$ cat src/rtl/core/sha256_pkg.sv
`default_nettype none
// ----------------------------------------------------------------------------
// sha256_pkg
// Shared types, constants and round functions of the streaming SHA-256 core.
// ----------------------------------------------------------------------------
package sha256_pkg;

  localparam int unsigned BlockBytes = 64;
  localparam int unsigned DigestMax  = 8;
  localparam logic [7:0]  PadByte    = 8'h80;
  localparam logic [5:0]  LenStart   = 6'd56;

  typedef enum logic [2:0] {
    ST_IDLE,
    ST_ROUND,
    ST_FINAL,
    ST_LEN,
    ST_EMIT
  } ctrl_state_e;

  // controller -> datapath commands
  typedef struct packed {
    logic       load_byte;   // write the input byte and count it
    logic       put_pad;     // write 0x80 at the fill position
    logic       put_len;     // write the length into the block tail
    logic       start_block; // copy hash into working vars, clear round counter
    logic       do_round;    // run one round
    logic       add_hash;    // fold working vars into hash, clear block
    logic       reset_msg;   // restore IVs, clear length and fill
  } dp_cmd_t;

  // datapath -> controller status
  typedef struct packed {
    logic       block_full;  // fill count wrapped on this byte
    logic       last_round;  // round counter at 63
    logic       need_extra;  // pad does not leave room for the length
  } dp_stat_t;

  function automatic logic [31:0] round_k(input logic [5:0] idx);
    logic [31:0] k [64];
    k = '{
      32'h428a2f98, 32'h71374491, 32'hb5c0fbcf, 32'he9b5dba5, 32'h3956c25b, 32'h59f111f1,
      32'h923f82a4, 32'hab1c5ed5, 32'hd807aa98, 32'h12835b01, 32'h243185be, 32'h550c7dc3,
      32'h72be5d74, 32'h80deb1fe, 32'h9bdc06a7, 32'hc19bf174, 32'he49b69c1, 32'hefbe4786,
      32'h0fc19dc6, 32'h240ca1cc, 32'h2de92c6f, 32'h4a7484aa, 32'h5cb0a9dc, 32'h76f988da,
      32'h983e5152, 32'ha831c66d, 32'hb00327c8, 32'hbf597fc7, 32'hc6e00bf3, 32'hd5a79147,
      32'h06ca6351, 32'h14292967, 32'h27b70a85, 32'h2e1b2138, 32'h4d2c6dfc, 32'h53380d13,
      32'h650a7354, 32'h766a0abb, 32'h81c2c92e, 32'h92722c85, 32'ha2bfe8a1, 32'ha81a664b,
      32'hc24b8b70, 32'hc76c51a3, 32'hd192e819, 32'hd6990624, 32'hf40e3585, 32'h106aa070,
      32'h19a4c116, 32'h1e376c08, 32'h2748774c, 32'h34b0bcb5, 32'h391c0cb3, 32'h4ed8aa4a,
      32'h5b9cca4f, 32'h682e6ff3, 32'h748f82ee, 32'h78a5636f, 32'h84c87814, 32'h8cc70208,
      32'h90befffa, 32'ha4506ceb, 32'hbef9a3f7, 32'hc67178f2};
    return k[idx];
  endfunction

  function automatic logic [31:0] init_hash(input logic [2:0] idx);
    logic [31:0] h [8];
    h = '{32'h6a09e667, 32'hbb67ae85, 32'h3c6ef372, 32'ha54ff53a,
          32'h510e527f, 32'h9b05688c, 32'h1f83d9ab, 32'h5be0cd19};
    return h[idx];
  endfunction

endpackage
`default_nettype wire

$ cat src/rtl/core/sha256_ctrl.sv
`default_nettype none
// ----------------------------------------------------------------------------
// sha256_ctrl
// Sequencer: loads bytes, runs compressions, pads and emits the digest.
// ----------------------------------------------------------------------------
module sha256_ctrl
  import sha256_pkg::*;
(
  input  wire logic     clk_i,
  input  wire logic     rst_ni,
  input  wire logic     in_valid_i,
  output logic          in_ready_o,
  input  wire logic     byte_valid_i,
  input  wire logic     eom_i,
  input  wire logic [3:0] digest_words_i,
  input  wire dp_stat_t stat_i,
  output dp_cmd_t       cmd_o,
  output logic          out_valid_o,
  input  wire logic     out_ready_i,
  output logic [2:0]    word_idx_o,
  output logic          last_word_o
);

  ctrl_state_e state_q, state_d;
  logic        fin_q, fin_d;     // a finish is pending after this block
  logic        extra_q, extra_d; // the length still needs its own block
  logic        emit_q, emit_d;   // the running compression closes the message
  logic [2:0]  widx_q, widx_d;
  logic [2:0]  wlast;

  // clamp the word count to 1..8
  always_comb begin
    if (digest_words_i == 4'd0) wlast = 3'd0;
    else if (digest_words_i > 4'd8) wlast = 3'd7;
    else wlast = 3'(digest_words_i - 4'd1);
  end

  always_ff @(posedge clk_i or negedge rst_ni) begin
    if (!rst_ni) begin
      state_q <= ST_IDLE;
      fin_q   <= 1'b0;
      extra_q <= 1'b0;
      emit_q  <= 1'b0;
      widx_q  <= '0;
    end else begin
      state_q <= state_d;
      fin_q   <= fin_d;
      extra_q <= extra_d;
      emit_q  <= emit_d;
      widx_q  <= widx_d;
    end
  end

  always_comb begin
    state_d    = state_q;
    fin_d      = fin_q;
    extra_d    = extra_q;
    emit_d     = emit_q;
    widx_d     = widx_q;
    cmd_o      = '0;
    in_ready_o = 1'b0;
    out_valid_o = 1'b0;
    case (state_q)
      ST_IDLE: begin
        in_ready_o = 1'b1;
        if (in_valid_i) begin
          cmd_o.load_byte = byte_valid_i;
          if (byte_valid_i && stat_i.block_full) begin
            // full block first; pad afterwards if the item ends the message
            cmd_o.start_block = 1'b1;
            fin_d   = eom_i;
            extra_d = 1'b0;
            state_d = ST_ROUND;
          end else if (eom_i) begin
            state_d = ST_FINAL;
          end
        end
      end
      ST_FINAL: begin
        // pad and maybe the length, then compress
        cmd_o.put_pad     = 1'b1;
        cmd_o.put_len     = !stat_i.need_extra;
        cmd_o.start_block = 1'b1;
        extra_d = stat_i.need_extra;
        fin_d   = 1'b0;
        emit_d  = 1'b1;
        widx_d  = '0;
        state_d = ST_ROUND;
      end
      ST_LEN: begin
        // length-only block after a pad that left no room
        cmd_o.put_len     = 1'b1;
        cmd_o.start_block = 1'b1;
        extra_d = 1'b0;
        state_d = ST_ROUND;
      end
      ST_ROUND: begin
        cmd_o.do_round = 1'b1;
        if (stat_i.last_round) begin
          cmd_o.add_hash = 1'b1;
          if (fin_q) state_d = ST_FINAL;
          else if (extra_q) state_d = ST_LEN;
          else if (emit_q) begin
            emit_d  = 1'b0;
            state_d = ST_EMIT;
          end else begin
            state_d = ST_IDLE;
          end
        end
      end
      ST_EMIT: begin
        out_valid_o = 1'b1;
        if (out_ready_i) begin
          widx_d = widx_q + 3'd1;
          if (widx_q == wlast) begin
            cmd_o.reset_msg = 1'b1;
            state_d = ST_IDLE;
          end
        end
      end
      default: state_d = ST_IDLE;
    endcase
  end

  assign word_idx_o  = widx_q;
  assign last_word_o = (widx_q == wlast);

`ifndef SYNTH
  a_ready_idle: assert property (@(posedge clk_i) disable iff (!rst_ni)
    in_ready_o |-> state_q == ST_IDLE) else $error("ready outside idle");
  a_emit_after: assert property (@(posedge clk_i) disable iff (!rst_ni)
    (out_valid_o && !out_ready_i) |=> out_valid_o) else $error("result dropped");
  a_no_both: assert property (@(posedge clk_i) disable iff (!rst_ni)
    !(in_ready_o && out_valid_o)) else $error("accept during emit");
`endif

endmodule
`default_nettype wire

$ cat src/rtl/core/sha256_dp.sv
`default_nettype none
// ----------------------------------------------------------------------------
// sha256_dp
// Datapath: block buffer, length counter, schedule, round unit and hash.
// ----------------------------------------------------------------------------
module sha256_dp
  import sha256_pkg::*;
(
  input  wire logic       clk_i,
  input  wire logic       rst_ni,
  input  wire dp_cmd_t    cmd_i,
  input  wire logic [7:0] data_i,
  input  wire logic [2:0] word_idx_i,
  output dp_stat_t        stat_o,
  output logic [31:0]     digest_o
);

  // block buffer held as sixteen big-endian words
  logic [31:0] blk_q [BlockBytes/4];
  logic [5:0]  fill_q;
  logic [63:0] len_q;
  logic [31:0] w_q [16];
  logic [31:0] h_q [8];
  logic [31:0] v_q [8];
  logic [31:0] vn [8];
  logic [5:0]  rnd_q;

  function automatic logic [31:0] rotr(input logic [31:0] x, input int n);
    return (x >> n) | (x << (32 - n));
  endfunction

  // replace one byte lane of a word, lane 0 is the most significant
  function automatic logic [31:0] put_byte(input logic [31:0] word, input logic [1:0] lane,
                                           input logic [7:0] b);
    logic [31:0] r;
    r = word;
    case (lane)
      2'd0:    r[31:24] = b;
      2'd1:    r[23:16] = b;
      2'd2:    r[15:8]  = b;
      2'd3:    r[7:0]   = b;
      default: r = word;
    endcase
    return r;
  endfunction

  // schedule word for this round
  logic [31:0] wt, s0, s1, t1, t2, blk_word;
  logic [3:0]  ri;
  assign ri = rnd_q[3:0];
  always_comb begin
    blk_word = blk_q[ri];
    s0 = rotr(w_q[ri + 4'd1], 7) ^ rotr(w_q[ri + 4'd1], 18) ^ (w_q[ri + 4'd1] >> 3);
    s1 = rotr(w_q[ri + 4'd14], 17) ^ rotr(w_q[ri + 4'd14], 19) ^ (w_q[ri + 4'd14] >> 10);
    wt = (rnd_q < 6'd16) ? blk_word : (w_q[ri] + s0 + s1 + w_q[ri + 4'd9]);
    t1 = v_q[7] + (rotr(v_q[4], 6) ^ rotr(v_q[4], 11) ^ rotr(v_q[4], 25))
       + ((v_q[4] & v_q[5]) ^ (~v_q[4] & v_q[6])) + round_k(rnd_q) + wt;
    t2 = (rotr(v_q[0], 2) ^ rotr(v_q[0], 13) ^ rotr(v_q[0], 22))
       + ((v_q[0] & v_q[1]) ^ (v_q[0] & v_q[2]) ^ (v_q[1] & v_q[2]));
  end

  // working variables after this round
  always_comb begin
    vn[0] = t1 + t2;
    vn[1] = v_q[0];
    vn[2] = v_q[1];
    vn[3] = v_q[2];
    vn[4] = v_q[3] + t1;
    vn[5] = v_q[4];
    vn[6] = v_q[5];
    vn[7] = v_q[6];
  end

  // control-side counters and hash
  always_ff @(posedge clk_i or negedge rst_ni) begin
    if (!rst_ni) begin
      fill_q <= '0;
      len_q  <= '0;
      rnd_q  <= '0;
      for (int i = 0; i < 8; i++) h_q[i] <= init_hash(3'(i));
    end else begin
      if (cmd_i.load_byte) begin
        fill_q <= fill_q + 6'd1;
        len_q  <= len_q + 64'd8;
      end
      if (cmd_i.start_block) rnd_q <= '0;
      else if (cmd_i.do_round) rnd_q <= rnd_q + 6'd1;
      if (cmd_i.add_hash)
        for (int i = 0; i < 8; i++) h_q[i] <= h_q[i] + vn[i];
      if (cmd_i.reset_msg) begin
        fill_q <= '0;
        len_q  <= '0;
        for (int i = 0; i < 8; i++) h_q[i] <= init_hash(3'(i));
      end
    end
  end

  // block buffer with reset to zeros
  always_ff @(posedge clk_i or negedge rst_ni) begin
    if (!rst_ni) begin
      for (int i = 0; i < BlockBytes/4; i++) blk_q[i] <= '0;
    end else begin
      if (cmd_i.add_hash)
        for (int i = 0; i < BlockBytes/4; i++) blk_q[i] <= '0;
      if (cmd_i.load_byte)
        blk_q[fill_q[5:2]] <= put_byte(blk_q[fill_q[5:2]], fill_q[1:0], data_i);
      if (cmd_i.put_pad)
        blk_q[fill_q[5:2]] <= put_byte(blk_q[fill_q[5:2]], fill_q[1:0], PadByte);
      if (cmd_i.put_len) begin
        blk_q[LenStart[5:2]]        <= len_q[63:32];
        blk_q[LenStart[5:2] + 4'd1] <= len_q[31:0];
      end
    end
  end

  // working variables and schedule
  always_ff @(posedge clk_i) begin
    if (cmd_i.start_block) begin
      for (int i = 0; i < 8; i++) v_q[i] <= h_q[i];
    end else if (cmd_i.do_round) begin
      w_q[ri] <= wt;
      for (int i = 0; i < 8; i++) v_q[i] <= vn[i];
    end
  end

  assign stat_o.block_full = (fill_q == 6'd63);
  assign stat_o.last_round = (rnd_q == 6'd63);
  assign stat_o.need_extra = (fill_q >= LenStart);
  assign digest_o = h_q[word_idx_i];

endmodule
`default_nettype wire

$ cat src/rtl/core/sha256_stream_hasher_core.sv
`default_nettype none
// ----------------------------------------------------------------------------
// sha256_stream_hasher_core
// Streaming SHA-256 with truncatable digest output.
// ----------------------------------------------------------------------------
// channel  dir  tdata                       tuser       tlast
// s_axis   in   [7:0] data_byte             [0] byte_valid  end_of_message
// m_axis   out  [31:0] digest_word          [2:0] word_index last_word
// cfg      in   [3:0] digest_words on cfg_we_i
// A byte that fills the block starts a compression on the single round
// unit. End of message pads and compresses, plus a length-only block when
// the length needs its own, then one word per cycle out while tready is
// high. Input is held off (tready low) during padding, rounds and emission.
// Reset restores the IVs and clears buffer, length and fill count.
// ----------------------------------------------------------------------------
module sha256_stream_hasher_core
  import sha256_pkg::*;
(
  input  wire logic        clk_i,
  input  wire logic        rst_ni,
  input  wire logic        s_axis_tvalid,
  output logic             s_axis_tready,
  input  wire logic [7:0]  s_axis_tdata,   // [7:0] data_byte
  input  wire logic        s_axis_tuser,   // [0] byte_valid
  input  wire logic        s_axis_tlast,   // end_of_message
  output logic             m_axis_tvalid,
  input  wire logic        m_axis_tready,
  output logic [31:0]      m_axis_tdata,   // [31:0] digest_word
  output logic [2:0]       m_axis_tuser,   // [2:0] word_index
  output logic             m_axis_tlast,   // last_word
  input  wire logic        cfg_we_i,
  input  wire logic [3:0]  cfg_wdata_i
);

  logic [3:0] dw_q;
  dp_cmd_t    cmd;
  dp_stat_t   stat;

  // hold the digest length register
  always_ff @(posedge clk_i or negedge rst_ni) begin
    if (!rst_ni) dw_q <= 4'd8;
    else if (cfg_we_i) dw_q <= cfg_wdata_i;
  end

  sha256_ctrl u_ctrl (
    .clk_i, .rst_ni,
    .in_valid_i(s_axis_tvalid), .in_ready_o(s_axis_tready),
    .byte_valid_i(s_axis_tuser), .eom_i(s_axis_tlast),
    .digest_words_i(dw_q), .stat_i(stat), .cmd_o(cmd),
    .out_valid_o(m_axis_tvalid), .out_ready_i(m_axis_tready),
    .word_idx_o(m_axis_tuser), .last_word_o(m_axis_tlast)
  );

  sha256_dp u_dp (
    .clk_i, .rst_ni, .cmd_i(cmd), .data_i(s_axis_tdata),
    .word_idx_i(m_axis_tuser), .stat_o(stat), .digest_o(m_axis_tdata)
  );

endmodule
`default_nettype wire
$ cat config.mk
export PLATFORM = sky130hd
export DESIGN_NAME = sha256_stream_hasher_core
export DESIGN_NICKNAME = d
export VERILOG_FILES = /design/src/rtl/core/sha256_pkg.sv /design/src/rtl/core/sha256_ctrl.sv /design/src/rtl/core/sha256_dp.sv /design/src/rtl/core/sha256_stream_hasher_core.sv
export SDC_FILE = /design/constraint.sdc
export NUM_CORES = 2
export LEC_CHECK = 0
export BUFFER_PORTS_ARGS = -buffer_cell sky130_fd_sc_hd__buf_2
export CAP_MARGIN = 20
export CORE_MARGIN = 1.5
export CORE_UTILIZATION = 51
export CTS_CLUSTER_SIZE = 28
export DETAILED_ROUTE_END_ITERATION = 6
export HOLD_SLACK_MARGIN = 0.02
export PLACE_DENSITY = 0.68
export SETUP_SLACK_MARGIN = 0.5
export SLEW_MARGIN = 20
export SYNTH_ARGS = -nofsm -noshare
export SYNTH_HDL_FRONTEND = slang
export SYNTH_SLANG_ARGS = --single-unit
$ cat constraint.sdc
create_clock -name clk_i -period 41.2 [get_ports clk_i]
set_clock_uncertainty 0.15 [all_clocks]
set_input_delay 6.18 -clock clk_i [delete_from_list [all_inputs] [get_ports clk_i]]
set_output_delay 6.18 -clock clk_i [all_outputs]
set_load 0.02 [all_outputs]
==> run_results.csv <==
group,metric,value,unit
global_routing,grt-ovfl-total,0,
min_path,min_path_type,"register to register",
die,num_rows,171,
die,die_w,469.5,um
drt,avgViaCountPerCell,7.124,
drt,wire_per_inst,31.59,um
timing,post-route-period-util,0.3970,
logic_synthesis,synth_seq_cells,1622,
logic_synthesis,syn_avg_cell_area,11.15,um^2
global_routing,gr-usage-all-layers,0.3559,
worst_setup_path,crit_slowest_cell,"dfrtp_4",
place,dp_hpwl,262300,um
timing,max_slew.worst_pin.slew,1.354,ns
finish,nets,10250,
drt,drt_first_pass_iters,7,
die,io_pins,57,
logic_synthesis,synthCells,9958,
clock_tree,clock_latency,0.91,ns
drt,drc_errors,16,
worst_setup_path,worst_ep_arrival_time,16.98,ns
logic_synthesis,synth-main-ff-cell,"edfxtp_1",
place,gp_congestion,1.020,
run_status,violations,"DRC",
place,numPortBuffers,56,
clock_tree,clockBufferDepth,3,
worst_setup_path,required,41.82,ns
global_routing,grt_max_degree,139,
clock_tree,cts_setup_buffers,0,
global_routing,antenna_found_initial,10,
timing,setup_viol,0,
clock_tree,cts_root_buffer,"clkbuf_16",
logic_synthesis,synth_async_sr_flop_share,0.5265,
clock_tree,cts_tree,"done",
clock_tree,clock-sinks,1622,
worst_setup_path,crit_type,"register to register",
run_status,outcome,"finished with violations",
timing,rsz0062_at_grt,"no",
drt,dr_wl_met2,173000,um
job,max-cap-violations,0,
drt,wirelength,399800,um
finish,drive_gt1_frac,0.1713,
logic_synthesis,ys_warn_count,0,
drt,drtAntennaViolNets,0,
global_routing,grt_first_pass_wirelength,588300,um
timing,tns,0,ns
drt,initialDrtViolationCount,13460,
logic_synthesis,synth_nets,10580,
timing,maxSlewHeadroom,0.09487,
worst_setup_path,max_stage_delay,0.95,ns
die,dieArea,220500,um^2
die,start_util,0.5122,
worst_setup_path,worst-path-buf-inv,7,
drt,wl_met3,50960,um
drt,maxUsedRoutingLayer,"met5",
logic_synthesis,synth_cell_types,91,
global_routing,grt_pass1_vias,87010,
worst_setup_path,critPathLaunchType,"register",
finish,area_delta_synth_final,8.605,%
clock_tree,clk_pin_slew,0.07,ns
worst_setup_path,cp_top_family,"compound AO/OA/AOI/OAI gates",
clock_tree,numCtsBuffers,186,
die,core_area,216700,um^2
timing,hold_viol_final,0,
timing,final_max_slew_viol_count,0,
logic_synthesis,synth_edf_count,768,
clock_tree,postCtsHoldBufs,0,
worst_setup_path,endpoint_kind,"register",
drt,num_vias,90160,
finish,final_common_cell,"nand2_1",
drt,drt-met1-wl,151900,um
logic_synthesis,synth_seq_area_share,0.4018,
clock_tree,htree_levels,4,
worst_setup_path,critPathMaxFanout,51,
logic_synthesis,netlist_area,111000,um^2
finish,layout_common_cells,"nand2_1, a21oi_1, mux4_2, edfxtp_1, dfrtp_1",
timing,fmax,61.14,MHz
clock_tree,cts-resized-gates,0,
worst_setup_path,critPathMostFrequentCell,"a21oi_1",
die,fp.dieH,469.5,um
timing,post-route-min-period,16.36,ns
## through the flow
step	utilization	instances	instance area [um^2]	hold WS, ns	worst slack (ns)
detailed placement	0.5260	12300	114000	0.3470	25.31
CTS	0.5556	12650	120400	0.3608	25.17
finish	0.5562	12660	120600	0.3583	24.84
floorplan	-	9958	111000	0.3116	26.98
global placement	0.5260	12300	114000	0.3292	25.33
global route	0.5562	12650	120500	0.3905	24.06
## flip-flops by register name, indices dropped and copies added (netlist names)
name and count:
u_ctrl.extra_q 1, u_dp.v_q 256, u_dp.rnd_q 6, u_dp.blk_q 512, u_ctrl.emit_q 1, u_dp.w_q 512
u_ctrl.word_idx_o 3, dw_q 4, u_ctrl.state_q 3, u_ctrl.fin_q 1, u_dp.h_q 256, u_dp.len_q 61
u_dp.fill_q 6
## worst paths after layout
| path | start | endpoint | slack, ns | cells past startpoint |
|---|---|---|---|---|
| worst max-delay path | u_dp.rnd_q[0] | u_dp.h_q[255] | 24.84 | 50 |
| worst min-delay path | u_dp.len_q[63] | u_dp.blk_q[63] | 0.36 | 1 |
| worst max register to register | u_dp.rnd_q[0] | u_dp.h_q[255] | 24.84 | 50 |
| worst min register to register | u_dp.len_q[63] | u_dp.blk_q[63] | 0.36 | 1 |
| max in group asynchronous | rst_ni | u_dp.blk_q[437] | 31.54 | 5 |
| min in group asynchronous | rst_ni | u_dp.h_q[170] | 5.23 | 1 |
## Yosys cell counts (45+ instances only)
cell type	count	share of area
buf_1	117	0.0040
a221oi_1	417	0.033
nor3_1	128	0.0058
ha_1	404	0.046
mux2_2	63	0.0064
edfxtp_1	768	0.21
clkbuf_1	613	0.021
mux2i_1	175	0.016
nand2_1	1176	0.040
o21bai_1	45	0.0030
o221ai_1	60	0.0047
nand3_1	147	0.0066
dfrtp_1	717	0.16
nor2_1	467	0.016
a31oi_1	62	0.0035
xor2_1	281	0.022
nor2b_1	48	0.0027
nand2b_1	82	0.0046
xnor2_1	359	0.028
inv_1	381	0.013
a211oi_1	84	0.0057
dfstp_2	137	0.032
mux4_2	795	0.16
a21o_1	244	0.017
fa_1	195	0.035
a21oi_1	991	0.045
o21a_1	48	0.0032
o21ai_0	441	0.020
## metal layers
layer / up-vias / track usage
li1: 37020 / -
met1: 45150 / 0.4886
met2: 6686 / 0.5208
met3: 1301 / 0.09622
met4: 10 / 0.1784
met5: - / 0
## layout make-up
| type | instances | area, um^2 |
|---|---|---|
| Sequential cell | 1622 | 44640 |
| Inverter | 383 | 1440 |
| Clock inverter | 92 | 1199 |
| Clock buffer | 257 | 5223 |
| Multi-Input combinational cell | 7193 | 62570 |
| Antenna cell | 5 | 12.51 |
| Fill cell | 17930 | 96180 |
| Tap cell | 2854 | 3571 |
| Timing Repair Buffer | 250 | 1902 |
## kinds of logic (layout without fill, tap and decap cells)
family,Yosys count,count (layout),share of synthesized area
compound gates,2654,2654,0.1533
mux,1041,1041,0.1853
buf+inv,1143,982,0.03917
fa+ha+maj,617,617,0.08233
flops,1622,1622,0.4018
other cells,0,5,0
xor+xnor,645,645,0.05135
simple gates,2236,2236,0.08680
Power is left out: the tool's default activity adds up to more than one toggle a clock period on the data nets, which glitch-free logic cannot reach.
